`src/rtl/core/ppsl_pkg.sv`:
```
`default_nettype none
package ppsl_pkg;

   localparam int DEPTH_DEF      = 16;
   localparam int TIME_WIDTH_DEF = 48;
   localparam int PHASE_W        = 4;

   localparam logic [1:0] OP_LOAD   = 2'd0;
   localparam logic [1:0] OP_COMMIT = 2'd1;
   localparam logic [1:0] OP_QUERY  = 2'd2;
   localparam logic [1:0] OP_SPARE  = 2'd3;

   localparam logic [2:0] ST_OK    = 3'd0;
   localparam logic [2:0] ST_EMPTY = 3'd1;
   localparam logic [2:0] ST_OVF   = 3'd2;
   localparam logic [2:0] ST_NOREP = 3'd3;
   localparam logic [2:0] ST_ZERO  = 3'd4;

   localparam logic KIND_COMMIT = 1'b0;
   localparam logic KIND_QUERY  = 1'b1;

   typedef enum logic [3:0] {
      S_IDLE,
      S_RKEY,
      S_GKEY,
      S_RJ,
      S_EJ,
      S_WR,
      S_TRD,
      S_TEV,
      S_CHK,
      S_QSTART,
      S_QMOD,
      S_QRD,
      S_QEV,
      S_EMIT
   } state_type;

endpackage
`default_nettype wire

```
`src/rtl/core/periodic_phase_schedule_lookup_unit.sv`:
```
`default_nettype none
// Channel | dir | tdata (low bit up)                 | tuser
// req_    | in  | time_ticks, phase_code, zero fill  | op
// rsp_    | out | commit_status, found, phase_out    | kind
//
// Load: no result. Commit: rank sort over the n staged entries, then a trim
//   pass over the sorted bank and a check that the period closes.
// Query: serial remainder into the period, then a scan of the entries.
// Reset is synchronous and clears the state and counts; the tables are not cleared.
// A new result waits in S_EMIT while rsp_ is stalled; req_ is taken in idle only.
module periodic_phase_schedule_lookup_unit #(
   parameter int DEPTH      = ppsl_pkg::DEPTH_DEF,
   parameter int TIME_WIDTH = ppsl_pkg::TIME_WIDTH_DEF
) (
   input  wire logic                                clock,
   input  wire logic                                reset,
   input  wire logic                                req_tvalid,
   output logic                                     req_tready,
   // time_ticks, phase_code, zero fill
   input  wire logic [((TIME_WIDTH+ppsl_pkg::PHASE_W+7)/8)*8-1:0] req_tdata,
   // op
   input  wire logic [1:0]                          req_tuser,
   output logic                                     rsp_tvalid,
   input  wire logic                                rsp_tready,
   // commit_status, found, phase_out
   output logic      [7:0]                          rsp_tdata,
   // kind
   output logic      [0:0]                          rsp_tuser
);

   localparam int TW = TIME_WIDTH;
   localparam int PW = ppsl_pkg::PHASE_W;
   localparam int EW = TW + PW;
   localparam int AW = $clog2(DEPTH);
   localparam int CW = $clog2(DEPTH + 1);

   ppsl_pkg::state_type state_ff, state_in;

   // staging and schedule bookkeeping
   logic [CW-1:0] stage_count_ff, stage_count_in;
   logic          stage_ovf_ff, stage_ovf_in;
   logic [CW-1:0] act_count_ff, act_count_in;
   logic [TW-1:0] cycle_ff, cycle_in;
   logic [TW-1:0] act_t0_ff, act_t0_in;
   logic [PW-1:0] act_p0_ff, act_p0_in;
   logic          bank_ff, bank_in;

   // commit work registers
   logic [CW-1:0] n_ff, n_in;
   logic [CW-1:0] i_ff, i_in;
   logic [CW-1:0] j_ff, j_in;
   logic [AW-1:0] rank_ff, rank_in;
   logic [TW-1:0] key_t_ff, key_t_in;
   logic [PW-1:0] key_p_ff, key_p_in;
   logic [TW-1:0] t0_ff, t0_in, prev_t_ff, prev_t_in, last_t_ff, last_t_in;
   logic [PW-1:0] p0_ff, p0_in, p1_ff, p1_in, prev_p_ff, prev_p_in;
   logic [PW-1:0] last_p_ff, last_p_in;
   logic [CW-1:0] last_ff, last_in;

   // query work registers
   logic [TW-1:0] qdiff_ff, qdiff_in;
   logic          neg_ff, neg_in;
   logic [TW-1:0] off_ff, off_in;

   // pending and presented result
   logic          res_kind_ff, res_kind_in;
   logic [2:0]    res_status_ff, res_status_in;
   logic          res_found_ff, res_found_in;
   logic [PW-1:0] res_phase_ff, res_phase_in;
   logic          rsp_valid_ff, rsp_valid_in;
   logic [7:0]    rsp_data_ff, rsp_data_in;
   logic          rsp_kind_ff, rsp_kind_in;

   // memories
   logic          st_we;
   logic [AW-1:0] st_waddr, st_raddr;
   logic [EW-1:0] st_rdata;
   logic          ac_we;
   logic [AW:0]   ac_waddr, ac_raddr;
   logic [EW-1:0] ac_rdata;

   logic          mod_start, mod_done;
   logic [TW-1:0] mod_rem;

   logic [TW-1:0] in_time;
   logic [PW-1:0] in_phase;
   logic [TW-1:0] st_t, ac_t;
   logic [PW-1:0] st_p, ac_p;
   logic          accept;

   assign in_time  = req_tdata[TW-1:0];
   assign in_phase = req_tdata[TW +: PW];
   assign st_t     = st_rdata[TW-1:0];
   assign st_p     = st_rdata[TW +: PW];
   assign ac_t     = ac_rdata[TW-1:0];
   assign ac_p     = ac_rdata[TW +: PW];
   assign accept   = req_tvalid && req_tready;

   ppsl_ram #(.WIDTH(EW), .DEPTH(DEPTH)) u_stage_ram (
      .clock   (clock),
      .wr_en   (st_we),
      .wr_addr (st_waddr),
      .wr_data ({in_phase, in_time}),
      .rd_addr (st_raddr),
      .rd_data (st_rdata)
   );

   // two banks: the live schedule and the one being built
   ppsl_ram #(.WIDTH(EW), .DEPTH(2 * DEPTH)) u_active_ram (
      .clock   (clock),
      .wr_en   (ac_we),
      .wr_addr (ac_waddr),
      .wr_data ({key_p_ff, key_t_ff}),
      .rd_addr (ac_raddr),
      .rd_data (ac_rdata)
   );

   ppsl_mod #(.TIME_WIDTH(TW)) u_mod (
      .clock     (clock),
      .reset     (reset),
      .start     (mod_start),
      .dividend  (qdiff_ff),
      .divisor   (cycle_ff),
      .done      (mod_done),
      .remainder (mod_rem)
   );

   always_comb begin
      state_in       = state_ff;
      stage_count_in = stage_count_ff;
      stage_ovf_in   = stage_ovf_ff;
      act_count_in   = act_count_ff;
      cycle_in       = cycle_ff;
      act_t0_in      = act_t0_ff;
      act_p0_in      = act_p0_ff;
      bank_in        = bank_ff;
      n_in           = n_ff;
      i_in           = i_ff;
      j_in           = j_ff;
      rank_in        = rank_ff;
      key_t_in       = key_t_ff;
      key_p_in       = key_p_ff;
      t0_in          = t0_ff;
      p0_in          = p0_ff;
      p1_in          = p1_ff;
      prev_t_in      = prev_t_ff;
      prev_p_in      = prev_p_ff;
      last_t_in      = last_t_ff;
      last_p_in      = last_p_ff;
      last_in        = last_ff;
      qdiff_in       = qdiff_ff;
      neg_in         = neg_ff;
      off_in         = off_ff;
      res_kind_in    = res_kind_ff;
      res_status_in  = res_status_ff;
      res_found_in   = res_found_ff;
      res_phase_in   = res_phase_ff;
      rsp_valid_in   = rsp_valid_ff;
      rsp_data_in    = rsp_data_ff;
      rsp_kind_in    = rsp_kind_ff;
      req_tready     = (state_ff == ppsl_pkg::S_IDLE);
      st_we          = 1'b0;
      st_waddr       = stage_count_ff[AW-1:0];
      st_raddr       = i_ff[AW-1:0];
      ac_we          = 1'b0;
      ac_waddr       = {~bank_ff, rank_ff};
      ac_raddr       = {~bank_ff, i_ff[AW-1:0]};
      mod_start      = 1'b0;

      if (rsp_valid_ff && rsp_tready) begin
         rsp_valid_in = 1'b0;
      end

      case (state_ff)
         ppsl_pkg::S_IDLE: begin
            if (accept) begin
               case (req_tuser)
                  ppsl_pkg::OP_LOAD: begin
                     if (stage_count_ff < CW'(DEPTH)) begin
                        st_we          = 1'b1;
                        stage_count_in = stage_count_ff + CW'(1);
                     end else begin
                        stage_ovf_in = 1'b1;
                     end
                  end
                  ppsl_pkg::OP_COMMIT: begin
                     stage_count_in = '0;
                     stage_ovf_in   = 1'b0;
                     res_kind_in    = ppsl_pkg::KIND_COMMIT;
                     res_found_in   = 1'b0;
                     res_phase_in   = '0;
                     n_in           = stage_count_ff;
                     i_in           = '0;
                     if (stage_count_ff == '0) begin
                        res_status_in = ppsl_pkg::ST_EMPTY;
                        state_in      = ppsl_pkg::S_EMIT;
                     end else if (stage_ovf_ff) begin
                        res_status_in = ppsl_pkg::ST_OVF;
                        state_in      = ppsl_pkg::S_EMIT;
                     end else begin
                        state_in = ppsl_pkg::S_RKEY;
                     end
                  end
                  ppsl_pkg::OP_QUERY: begin
                     res_kind_in   = ppsl_pkg::KIND_QUERY;
                     res_status_in = ppsl_pkg::ST_OK;
                     neg_in        = (in_time < act_t0_ff);
                     qdiff_in      = (in_time < act_t0_ff) ? act_t0_ff - in_time
                                                           : in_time - act_t0_ff;
                     if (act_count_ff == '0) begin
                        res_found_in = 1'b0;
                        res_phase_in = '0;
                        state_in     = ppsl_pkg::S_EMIT;
                     end else if (act_count_ff == CW'(1) || cycle_ff == '0) begin
                        res_found_in = 1'b1;
                        res_phase_in = act_p0_ff;
                        state_in     = ppsl_pkg::S_EMIT;
                     end else begin
                        res_found_in = 1'b1;
                        state_in     = ppsl_pkg::S_QSTART;
                     end
                  end
                  default: begin
                  end
               endcase
            end
         end

         // rank sort: position of entry i = entries ahead of it
         ppsl_pkg::S_RKEY: begin
            st_raddr = i_ff[AW-1:0];
            state_in = ppsl_pkg::S_GKEY;
         end
         ppsl_pkg::S_GKEY: begin
            key_t_in = st_t;
            key_p_in = st_p;
            j_in     = '0;
            rank_in  = '0;
            state_in = ppsl_pkg::S_RJ;
         end
         ppsl_pkg::S_RJ: begin
            st_raddr = j_ff[AW-1:0];
            state_in = ppsl_pkg::S_EJ;
         end
         ppsl_pkg::S_EJ: begin
            if (st_t < key_t_ff || (st_t == key_t_ff && st_p < key_p_ff) ||
                (st_t == key_t_ff && st_p == key_p_ff && j_ff < i_ff)) begin
               rank_in = rank_ff + AW'(1);
            end
            j_in = j_ff + CW'(1);
            if (j_ff + CW'(1) == n_ff) begin
               state_in = ppsl_pkg::S_WR;
            end else begin
               state_in = ppsl_pkg::S_RJ;
            end
         end
         ppsl_pkg::S_WR: begin
            ac_we = 1'b1;
            i_in  = i_ff + CW'(1);
            if (i_ff + CW'(1) == n_ff) begin
               i_in     = '0;
               state_in = ppsl_pkg::S_TRD;
            end else begin
               state_in = ppsl_pkg::S_RKEY;
            end
         end

         // trim to one period over the sorted bank
         ppsl_pkg::S_TRD: begin
            ac_raddr = {~bank_ff, i_ff[AW-1:0]};
            state_in = ppsl_pkg::S_TEV;
         end
         ppsl_pkg::S_TEV: begin
            prev_t_in = ac_t;
            prev_p_in = ac_p;
            state_in  = ppsl_pkg::S_TRD;
            i_in      = i_ff + CW'(1);
            if (i_ff == '0) begin
               t0_in = ac_t;
               p0_in = ac_p;
               if (n_ff == CW'(1)) begin
                  last_in   = '0;
                  last_t_in = ac_t;
                  last_p_in = ac_p;
                  state_in  = ppsl_pkg::S_CHK;
               end
            end else if (i_ff == CW'(1)) begin
               p1_in = ac_p;
               if (n_ff == CW'(2)) begin
                  last_in   = i_ff;
                  last_t_in = ac_t;
                  last_p_in = ac_p;
                  state_in  = ppsl_pkg::S_CHK;
               end
            end else if (i_ff >= CW'(3) && ac_p == p1_ff) begin
               last_in   = i_ff - CW'(1);
               last_t_in = prev_t_ff;
               last_p_in = prev_p_ff;
               state_in  = ppsl_pkg::S_CHK;
            end else if (i_ff + CW'(1) == n_ff || ac_p == p0_ff) begin
               last_in   = i_ff;
               last_t_in = ac_t;
               last_p_in = ac_p;
               state_in  = ppsl_pkg::S_CHK;
            end
         end
         ppsl_pkg::S_CHK: begin
            state_in = ppsl_pkg::S_EMIT;
            if (last_p_ff != p0_ff) begin
               res_status_in = ppsl_pkg::ST_NOREP;
            end else if (last_ff != '0 && last_t_ff == t0_ff) begin
               res_status_in = ppsl_pkg::ST_ZERO;
            end else begin
               res_status_in = ppsl_pkg::ST_OK;
               bank_in       = ~bank_ff;
               act_count_in  = last_ff + CW'(1);
               cycle_in      = last_t_ff - t0_ff;
               act_t0_in     = t0_ff;
               act_p0_in     = p0_ff;
            end
         end

         // query: offset into the period, then first entry at or past it
         ppsl_pkg::S_QSTART: begin
            mod_start = 1'b1;
            state_in  = ppsl_pkg::S_QMOD;
         end
         ppsl_pkg::S_QMOD: begin
            if (mod_done) begin
               off_in   = (neg_ff && mod_rem != '0) ? cycle_ff - mod_rem : mod_rem;
               i_in     = '0;
               state_in = ppsl_pkg::S_QRD;
            end
         end
         ppsl_pkg::S_QRD: begin
            ac_raddr = {bank_ff, i_ff[AW-1:0]};
            state_in = ppsl_pkg::S_QEV;
         end
         ppsl_pkg::S_QEV: begin
            i_in = i_ff + CW'(1);
            if ((ac_t - act_t0_ff) >= off_ff || i_ff + CW'(1) == act_count_ff) begin
               res_phase_in = ac_p;
               state_in     = ppsl_pkg::S_EMIT;
            end else begin
               state_in = ppsl_pkg::S_QRD;
            end
         end

         ppsl_pkg::S_EMIT: begin
            if (!rsp_valid_ff || rsp_tready) begin
               rsp_valid_in = 1'b1;
               rsp_kind_in  = res_kind_ff;
               rsp_data_in  = {res_phase_ff, res_found_ff, res_status_ff};
               state_in     = ppsl_pkg::S_IDLE;
            end
         end

         default: begin
            state_in = ppsl_pkg::S_IDLE;
         end
      endcase
   end

   always_ff @(posedge clock) begin
      if (reset) begin
         state_ff       <= ppsl_pkg::S_IDLE;
         stage_count_ff <= '0;
         stage_ovf_ff   <= 1'b0;
         act_count_ff   <= '0;
         cycle_ff       <= '0;
         bank_ff        <= 1'b0;
         rsp_valid_ff   <= 1'b0;
      end else begin
         state_ff       <= state_in;
         stage_count_ff <= stage_count_in;
         stage_ovf_ff   <= stage_ovf_in;
         act_count_ff   <= act_count_in;
         cycle_ff       <= cycle_in;
         bank_ff        <= bank_in;
         rsp_valid_ff   <= rsp_valid_in;
      end
      act_t0_ff     <= act_t0_in;
      act_p0_ff     <= act_p0_in;
      n_ff          <= n_in;
      i_ff          <= i_in;
      j_ff          <= j_in;
      rank_ff       <= rank_in;
      key_t_ff      <= key_t_in;
      key_p_ff      <= key_p_in;
      t0_ff         <= t0_in;
      p0_ff         <= p0_in;
      p1_ff         <= p1_in;
      prev_t_ff     <= prev_t_in;
      prev_p_ff     <= prev_p_in;
      last_t_ff     <= last_t_in;
      last_p_ff     <= last_p_in;
      last_ff       <= last_in;
      qdiff_ff      <= qdiff_in;
      neg_ff        <= neg_in;
      off_ff        <= off_in;
      res_kind_ff   <= res_kind_in;
      res_status_ff <= res_status_in;
      res_found_ff  <= res_found_in;
      res_phase_ff  <= res_phase_in;
      rsp_data_ff   <= rsp_data_in;
      rsp_kind_ff   <= rsp_kind_in;
   end

   assign rsp_tvalid = rsp_valid_ff;
   assign rsp_tdata  = rsp_data_ff;
   assign rsp_tuser  = rsp_kind_ff;

endmodule
`default_nettype wire

```
`src/rtl/core/ppsl_ram.sv`:
```
`default_nettype none
module ppsl_ram #(
   parameter int WIDTH = 52,
   parameter int DEPTH = 16
) (
   input  wire logic                     clock,
   input  wire logic                     wr_en,
   input  wire logic [$clog2(DEPTH)-1:0] wr_addr,
   input  wire logic [WIDTH-1:0]         wr_data,
   input  wire logic [$clog2(DEPTH)-1:0] rd_addr,
   output logic      [WIDTH-1:0]         rd_data
);

   logic [WIDTH-1:0] mem_ff [DEPTH];
   logic [WIDTH-1:0] rd_data_ff;

   always_ff @(posedge clock) begin
      if (wr_en) begin
         mem_ff[wr_addr] <= wr_data;
      end
      rd_data_ff <= mem_ff[rd_addr];
   end

   assign rd_data = rd_data_ff;

endmodule
`default_nettype wire

```
`src/rtl/core/ppsl_mod.sv`:
```
`default_nettype none
// Restoring remainder, one dividend bit per cycle.
module ppsl_mod #(
   parameter int TIME_WIDTH = ppsl_pkg::TIME_WIDTH_DEF
) (
   input  wire logic                  clock,
   input  wire logic                  reset,
   input  wire logic                  start,
   input  wire logic [TIME_WIDTH-1:0] dividend,
   input  wire logic [TIME_WIDTH-1:0] divisor,
   output logic                       done,
   output logic      [TIME_WIDTH-1:0] remainder
);

   localparam int NW = $clog2(TIME_WIDTH);

   logic                  busy_ff, busy_in;
   logic                  done_ff, done_in;
   logic [NW-1:0]         cnt_ff, cnt_in;
   logic [TIME_WIDTH-1:0] dvd_ff, dvd_in;
   logic [TIME_WIDTH-1:0] rem_ff, rem_in;
   logic [TIME_WIDTH:0]   trial;

   always_comb begin
      busy_in = busy_ff;
      done_in = 1'b0;
      cnt_in  = cnt_ff;
      dvd_in  = dvd_ff;
      rem_in  = rem_ff;
      trial   = {rem_ff, dvd_ff[TIME_WIDTH-1]};
      if (start) begin
         busy_in = 1'b1;
         cnt_in  = '0;
         dvd_in  = dividend;
         rem_in  = '0;
      end else if (busy_ff) begin
         dvd_in = {dvd_ff[TIME_WIDTH-2:0], 1'b0};
         if (trial >= {1'b0, divisor}) begin
            rem_in = TIME_WIDTH'(trial - {1'b0, divisor});
         end else begin
            rem_in = trial[TIME_WIDTH-1:0];
         end
         cnt_in = cnt_ff + NW'(1);
         if (cnt_ff == NW'(TIME_WIDTH - 1)) begin
            busy_in = 1'b0;
            done_in = 1'b1;
         end
      end
   end

   always_ff @(posedge clock) begin
      if (reset) begin
         busy_ff <= 1'b0;
         done_ff <= 1'b0;
      end else begin
         busy_ff <= busy_in;
         done_ff <= done_in;
      end
      cnt_ff <= cnt_in;
      dvd_ff <= dvd_in;
      rem_ff <= rem_in;
   end

   assign done      = done_ff;
   assign remainder = rem_ff;

endmodule
`default_nettype wire

```
`config.mk`:
```
export PLATFORM = sky130hd
export DESIGN_NAME = periodic_phase_schedule_lookup_unit
export DESIGN_NICKNAME = d
export VERILOG_FILES = /design/src/rtl/core/ppsl_pkg.sv /design/src/rtl/core/periodic_phase_schedule_lookup_unit.sv /design/src/rtl/core/ppsl_ram.sv /design/src/rtl/core/ppsl_mod.sv
export SDC_FILE = /design/constraint.sdc
export NUM_CORES = 2
export LEC_CHECK = 0
export BUFFER_PORTS_ARGS = -buffer_cell sky130_fd_sc_hd__buf_2
export CORE_MARGIN = 1.5
export CORE_UTILIZATION = 30
export CTS_BUF_LIST = sky130_fd_sc_hd__clkbuf_4 sky130_fd_sc_hd__clkbuf_8 sky130_fd_sc_hd__clkbuf_16
export CTS_CLUSTER_DIAMETER = 40
export DETAILED_ROUTE_END_ITERATION = 10
export GPL_ROUTABILITY_DRIVEN = 0
export PLACE_DENSITY = 0.53
export SETUP_SLACK_MARGIN = 0.2
export SLEW_MARGIN = 15
export SYNTH_ARGS = -nofsm -noshare
export SYNTH_HDL_FRONTEND = slang
export SYNTH_SLANG_ARGS = --single-unit
```
`constraint.sdc`:
```
create_clock -name clock -period 8.6 [get_ports clock]
set_input_delay 1.29 -clock clock [delete_from_list [all_inputs] [get_ports clock]]
set_output_delay 1.29 -clock clock [all_outputs]
set_load 0.01 [all_outputs]
```
Yosys cells after proc, flatten, opt, wreduce, memory -nomap -nowiden
Memories as Yosys holds them, arrays and structs flattened. A register that Yosys moved wholly into a read port is not among the register bits.
Index checks and enable logic that the tools add are counted.
{ "word_totals": {"ff_bits": 572, "mem_bits_rw": 2496, "inputBits": 62, "output_inout_bits": 11, "n_memories": 2} }
{ "memory_table": {"columns": ["name", "words", "width", "read_ports", "rd_clocked_by_memory_dff", "wr", "line_no", "rtl"], "rows": [
  ["u_active_ram.mem_ff", 32, 52, 1, 1, 1, "ppsl_ram.sv:14", "logic [WIDTH-1:0] mem_ff [DEPTH];"],
  ["u_stage_ram.mem_ff", 16, 52, 1, 1, 1, "ppsl_ram.sv:14", null]
]} }
{ "op_classes": {"n_addsub": 13, "n_lt_le_gt_ge": 8, "n_eq_ne": 42, "mux": 88, "n_bitwise": 5, "reduce_logical": 49} }
{ "ops": {"columns": ["op", "n"], "rows": [
  ["48-bit 2-to-1 mux", 11],
  ["48-bit subtractor", 6],
  ["48-bit equality test", 2],
  ["48-bit less-than comparator", 2],
  ["4-bit 2-to-1 mux", 23],
  ["5-bit 2-to-1 mux", 12],
  ["4-bit case mux with 14 select lines", 1],
  ["49-bit by 48-bit greater-or-equal comparator with 1-bit output", 1],
  ["48-bit greater-or-equal comparator", 1],
  ["48-bit logical NOT", 1],
  ["48-bit nonzero test", 1],
  ["4-bit case mux with 2 select lines", 4],
  ["3-bit 2-to-1 mux", 10],
  ["4-bit equality test, second input constant", 6],
  ["4-bit AND reduction", 6],
  ["5-bit by 1-bit adder with 5-bit output, second input constant", 4],
  ["5-bit case mux with 2 select lines", 2],
  ["5-bit case mux with 4 select lines", 1],
  ["1-bit 2-to-1 mux", 19],
  ["4-bit by 3-bit equality test with 1-bit output, second input constant", 4],
  ["5-bit by 1-bit equality test with 1-bit output, second input constant", 3],
  ["5-bit equality test", 3],
  ["5-bit logical NOT", 3],
  ["3-bit AND reduction", 5],
  ["other kinds (35)", 74]
]} }

Longest topological paths before layout
{ "depth": {"word_depth": 8, "depth_mapped": 25, "depth_no_buf": 25} }

Modules after synthesis
Synthesis repeated with hierarchy kept, for this count alone.
{ "hier_totals": {"cells_unflattened": 9268, "hier_area_um2": 138462.8} }
{ "by_module_without_submodules": {"columns": ["module", "instances", "cells_per_inst", "area_per_inst_um2", "seq_area_each_um2"], "rows": [
  ["ppsl_ram (u_active_ram)", 1, 3641, 65730.5, 51008.9],
  ["periodic_phase_schedule_lookup_unit", 1, 3421, 32745.2, 13402.9],
  ["ppsl_ram (u_stage_ram)", 1, 1344, 32217.1, 26025.0],
  ["ppsl_mod", 1, 862, 7770.0, 2562.5]
]} }

Worst setup path after synthesis
OpenSTA, ideal clock, no wires.
{ "synth_path": {"path_kind": "flip-flop to flip-flop", "startpoint": "register state_ff[2]", "endpoint": "memory u_stage_ram.mem_ff[1][0] (enable)", "setup_time_ns": 0.526, "arrival_ns": 5.498, "slack_ns": 2.576, "stages_incl_launch_ff": 7, "path_buffers": 1, "period_less_slack_ns": 6.024, "path_cell_list": "dfxtp_1 -> clkbuf_1 -> nor4_1 -> nand2_1 -> nor2_1 -> nand2_1 -> nor3_1"} }
{ "synth_via": {"elab_chain_cells": 6} }
{ "synth_rtl": {"columns": ["element", "line_no", "rtl"], "rows": [
  ["start: declaration", "periodic_phase_schedule_lookup_unit.sv:37", "ppsl_pkg::state_type state_ff, state_in;"],
  ["start signal: assignment", "periodic_phase_schedule_lookup_unit.sv:366", "state_ff <= ppsl_pkg::S_IDLE;"],
  ["start signal: assignment", "periodic_phase_schedule_lookup_unit.sv:374", "state_ff <= state_in;"],
  ["4-bit logical NOT (*)", "periodic_phase_schedule_lookup_unit.sv:161", "req_tready = (state_ff == ppsl_pkg::S_IDLE);"],
  ["net req_tready", "periodic_phase_schedule_lookup_unit.sv:18", "output logic req_tready,"],
  ["1-bit logical AND", "periodic_phase_schedule_lookup_unit.sv:97", "assign accept = req_tvalid && req_tready;"],
  ["1-bit 2-to-1 mux", "periodic_phase_schedule_lookup_unit.sv:176", "if (accept) begin"],
  ["1-bit 2-to-1 mux (*)", "periodic_phase_schedule_lookup_unit.sv:174", "case (state_ff)"],
  ["1-bit 2-to-1 mux (*)", "ppsl_ram.sv:18", "if (wr_en) begin"],
  ["1-bit 2-to-1 mux (implied by the code) (*)", "ppsl_ram.sv:19", "mem_ff[wr_addr] <= wr_data;"],
  ["end: declaration", "ppsl_ram.sv:14", null]
]} }
Mark *: on every way through the listed nets, which the timed path passes. The rest lies on a longest branch.

Final worst setup path
{ "layout_path": {"startpoint": "register act_t0_ff[1]", "endpoint": "register res_phase_ff[2] (enable)"} }
{ "layout_via": {"elab_chain_cells": 5} }
{ "layout_rtl": {"columns": ["element", "line_no", "rtl"], "rows": [
  ["start: declaration", "periodic_phase_schedule_lookup_unit.sv:44", "logic [TW-1:0] act_t0_ff, act_t0_in;"],
  ["start signal: assignment", "periodic_phase_schedule_lookup_unit.sv:382", "act_t0_ff <= act_t0_in;"],
  ["48-bit subtractor", "periodic_phase_schedule_lookup_unit.sv:341", "if ((ac_t - act_t0_ff) >= off_ff || i_ff + CW'(1) == act_count_ff) begin"],
  ["48-bit greater-or-equal comparator", "periodic_phase_schedule_lookup_unit.sv:341", null],
  ["1-bit logical OR", "periodic_phase_schedule_lookup_unit.sv:341", null],
  ["2-bit inequality test (no source line)", null, null],
  ["5-bit AND reduction (no source line)", null, null],
  ["end signal: assignment", "periodic_phase_schedule_lookup_unit.sv:404", "res_phase_ff <= res_phase_in;"],
  ["end: declaration", "periodic_phase_schedule_lookup_unit.sv:69", "logic [PW-1:0] res_phase_ff, res_phase_in;"]
]} }
Every way passes these cells.
A chain may end at the register's enable or synchronous reset.

==> flow_summary.json <==
{
  "dp.cells": 14690,
  "core.rowCount": 248,
  "grt_overflow": 0,
  "io_pins": 73,
  "synth_edf_count": 2947,
  "nets": 9599,
  "r2r-start": "act_t0_ff[1]$_DFFE_PP_",
  "core_area_mm2": 0.4555,
  "drive_above_1_share": 0.1732,
  "cpMaxStageDelayCell": "o31ai_1",
  "critPathTopFamily": "compound AO/OA/AOI/OAI gates",
  "fin_crit_ps": 6645,
  "synthSimpleGateAreaFrac": 0.05085,
  "yosysMostFrequentCell": "edfxtp_1",
  "cts.sinks": 3172,
  "yosysTopAreaCell": "edfxtp_1",
  "grt_pass1_wl_mm": 579.9,
  "synth_seq_area_share": 0.6784,
  "synth_top_family_by_area": "multiplexers",
  "critPathBufInv": 2,
  "synth_commonest_cells": "edfxtp_1, nand2_1, a21oi_1",
  "ys.warnings.count": 0,
  "switching_share": 0.3106,
  "cts_made_buffers": 428,
  "clk_pin_slew_ps": 60,
  "cp_common_cell": "o21ai_0",
  "drtAntennaViolNets": 0,
  "cp-startpoint": "act_t0_ff[1]$_DFFE_PP_",
  "drt-wirelength-per-cell_um": 26.24,
  "synth_fa_ha_area_frac": 0.03793,
  "drcViolationCount": 0,
  "synth_cell_types": 97,
  "fmax_mhz": 150.5,
  "grt_use_total": 0.1714,
  "cp-start-kind": "flip-flop",
  "maxCapViolCount": 0,
  "peakVddDrop_v": 0.0002875,
  "cts_root_buffer": "clkbuf_16",
  "register_area_mm2": 0.09300,
  "grt_setup_unrepaired": "no",
  "p_per_area_mw_per_mm2": 296.7,
  "synthFlopType": "edfxtp_1",
  "power_switching_uw": 14770,
  "drtIter0Drc": 8893,
  "finalNonFillerCells": 15590,
  "clk_path_buf_depth": 4,
  "cts_tree": "built",
  "finalSetupViolCount": 0,
  "vias": 81840,
  "crit_chain": "inv_1, ha_1, nand2b_1, a211oi_1, o21ai_0, a31oi_1, o21ai_1, a32oi_1, a211oi_2, o31ai_1, or4b_1, nand3_1, ha_1, nand4_1, nor4_1, nand2_1, or4_1, o221ai_1, a21oi_1, o21ai_0, or3_1, a21oi_1, o21ai_0, buf_4",
  "clk_latency_ps": 970,
  "required_ps": 9260,
  "grt_pass1_vias": 80720,
  "finalSetupTns_ps": 0,
  "drtPass1Iterations": 6,
  "cp_max_fo": 5,
  "hpwlAfterDp_mm": 243.5,
  "min_period_over_period": 0.7727,
  "total_power_uw": 47570,
  "combinationalPowerShare": 0.222,
  "final.fill_count": 43040,
  "p_leak_uw": 0.05508,
  "synth_xor_area_frac": 0.01610,
  "crit_type": "reg -> reg",
  "htreeDepth": 5,
  "synth_nets": 9354,
  "slew_headroom": 0.06819,
  "post_cts_resized": 0,
  "routed_wl_mm": 409.1,
  "clkPwrFrac": 0.374,
  "die_w_um": 679.0,
  "grt_max_degree": 146,
  "slew_violations": 0,
  "numPortBuffers": 68,
  "synthesis.area_mm2": 0.1371,
  "synth_area_leaders": "edfxtp_1, mux4_2, ha_1",
  "area.growth.synth_to_final_pct": 16.96,
  "routed_via_density": 5.250,
  "tightestPinTransition_ps": 1389,
  "initial_core_util": 0.3009,
  "multi_input_comb_area_mm2": 0.04150,
  "cp_slowest_stage_delay_ps": 630,
  "r2r_slack_ps": 1950,
  "final_hold_viol_count": 0,
  "crit_path_end_kind": "flip-flop",
  "whs_ps": 416.5,
  "hold_buffers": 0,
  "antenna_found_initial": 62,
  "die_area_mm2": 0.4610,
  "cts_setup_buffers": 0,
  "status": "complete, no violations",
  "skew_ps": 61.73,
  "die_h_um": 679.0,
  "yosysTopAreaCellShare": 0.6456,
  "synth_seq_cells": 3172,
  "hp-class": "reg -> reg",
  "sequentialPowerShare": 0.403,
  "syn_avg_cell_area_um2": 15.44,
  "synth.mux.area_fraction": 0.1056,
  "syn_inst": 8880,
  "async_reset_ff_frac": 0,
  "hp-start": "res_found_ff$_DFFE_PP_",
  "p_int_uw": 32800,
  "critical_path_arrival_ps": 7310,
  "synth_compound_area_frac": 0.08655
}
==> state kept, by name (all words and copies together) (netlist names), 52 cells and up <==
signal,flops
u_stage_ram.mem_ff,832
u_stage_ram.rd_data,52
u_active_ram.mem_ff,1664
u_active_ram.rd_data,52
==> worst reg2reg max path, delay by kind of cell, from the launching register on <==
kind | cells | cell delay, ps
AO/OA/AOI/OAI | 12 | 3340
AND/OR/NAND/NOR | 8 | 1630
adder cells (fa/ha/maj) | 2 | 640
flip-flops | 1 | 410
buffers and inverters | 2 | 350
==> placed cells by master (no fill, tap or decap), types with 43 or more instances in the layout <==
cell       count
o22ai_1      108
dfxtp_1      224
inv_6         65
mux2_2        54
inv_1        426
mux4_2       417
nor2_1       247
or3_1         79
diode_2       86
o221ai_1     216
nand3_1       63
xnor2_1      131
xor2_1       119
nor2b_1       43
clkbuf_16    440
buf_2         67
ha_1         406
clkinv_2      61
o21ai_0      225
a31oi_1       93
mux2i_1      443
clkbuf_4      50
edfxtp_1    2947
nor2_4        46
clkinv_1      48
a21o_1       184
nor3_1        53
nand4_1       93
nand2_1      601
a21oi_1      510
and2_1        66
buf_4        159
a211oi_1     116
==> worst paths after layout <==
path / end / depth (start not counted)
worst min register to register: rsp_tdata[3]$_DFFE_PP_ / 0
worst min-delay path: rsp_tdata[3]$_DFFE_PP_ / 0
worst max register to register: res_phase_ff[2]$_DFFE_PP_ / 24
worst max-delay path: res_phase_ff[2]$_DFFE_PP_ / 24
==> cells by family after synthesis <==
| family | Yosys count |
|---|---|
| AOI/OAI and AO/OA | 1783 |
| xor gates and xnor gates | 252 |
| adders and majority gates | 412 |
| buffers and inverters | 864 |
| DFF | 3172 |
| muxes | 918 |
| and+or+nand+nor | 1479 |
==> per-stage QoR <==
| step | worst slack, ps | utilization | instance area, um^2 |
|---|---|---|---|
| floorplan | 2576 | - | 137100 |
| global placement | 1899 | 0.3192 | 145400 |
| detailed placement | 1964 | 0.3192 | 145400 |
| CTS | 1923 | 0.3511 | 159900 |
| global route | 1514 | 0.3519 | 160300 |
| finish | 1955 | 0.3520 | 160300 |
==> metal layers <==
layer	global-route usage	vias to the layer above	part of all wire
li1	-	35630	-
met5	0	-	0.00026
met2	0.2771	3016	0.47
met4	0.06169	16	0.037
met1	0.2373	42510	0.44
met3	0.02074	665	0.060
==> final cells by class <==
cell class / instances / share of cell area
inverter: 432 / 0.01018
antenna: 86 / 0.001342
clock inverter: 311 / 0.01926
multi-input combinational: 4844 / 0.2588
clock buffer: 496 / 0.07153
tap: 6000 / 0.04682
timing repair buffer: 247 / 0.01198
sequential: 3172 / 0.5801
==> power groups by stage <==
stage | Sequential (uW) | Combinational [uW] | Clock [uW]
after global routing | 19300 | 11500 | 18700
after CTS | 19300 | 10500 | 18100
after global placement | 19500 | 10400 | 0
after floorplan | 18900 | 7160 | 0
final | 19200 | 10600 | 17800
after detailed placement | 19600 | 10400 | 0
Power figures use the tool's default switching activity.
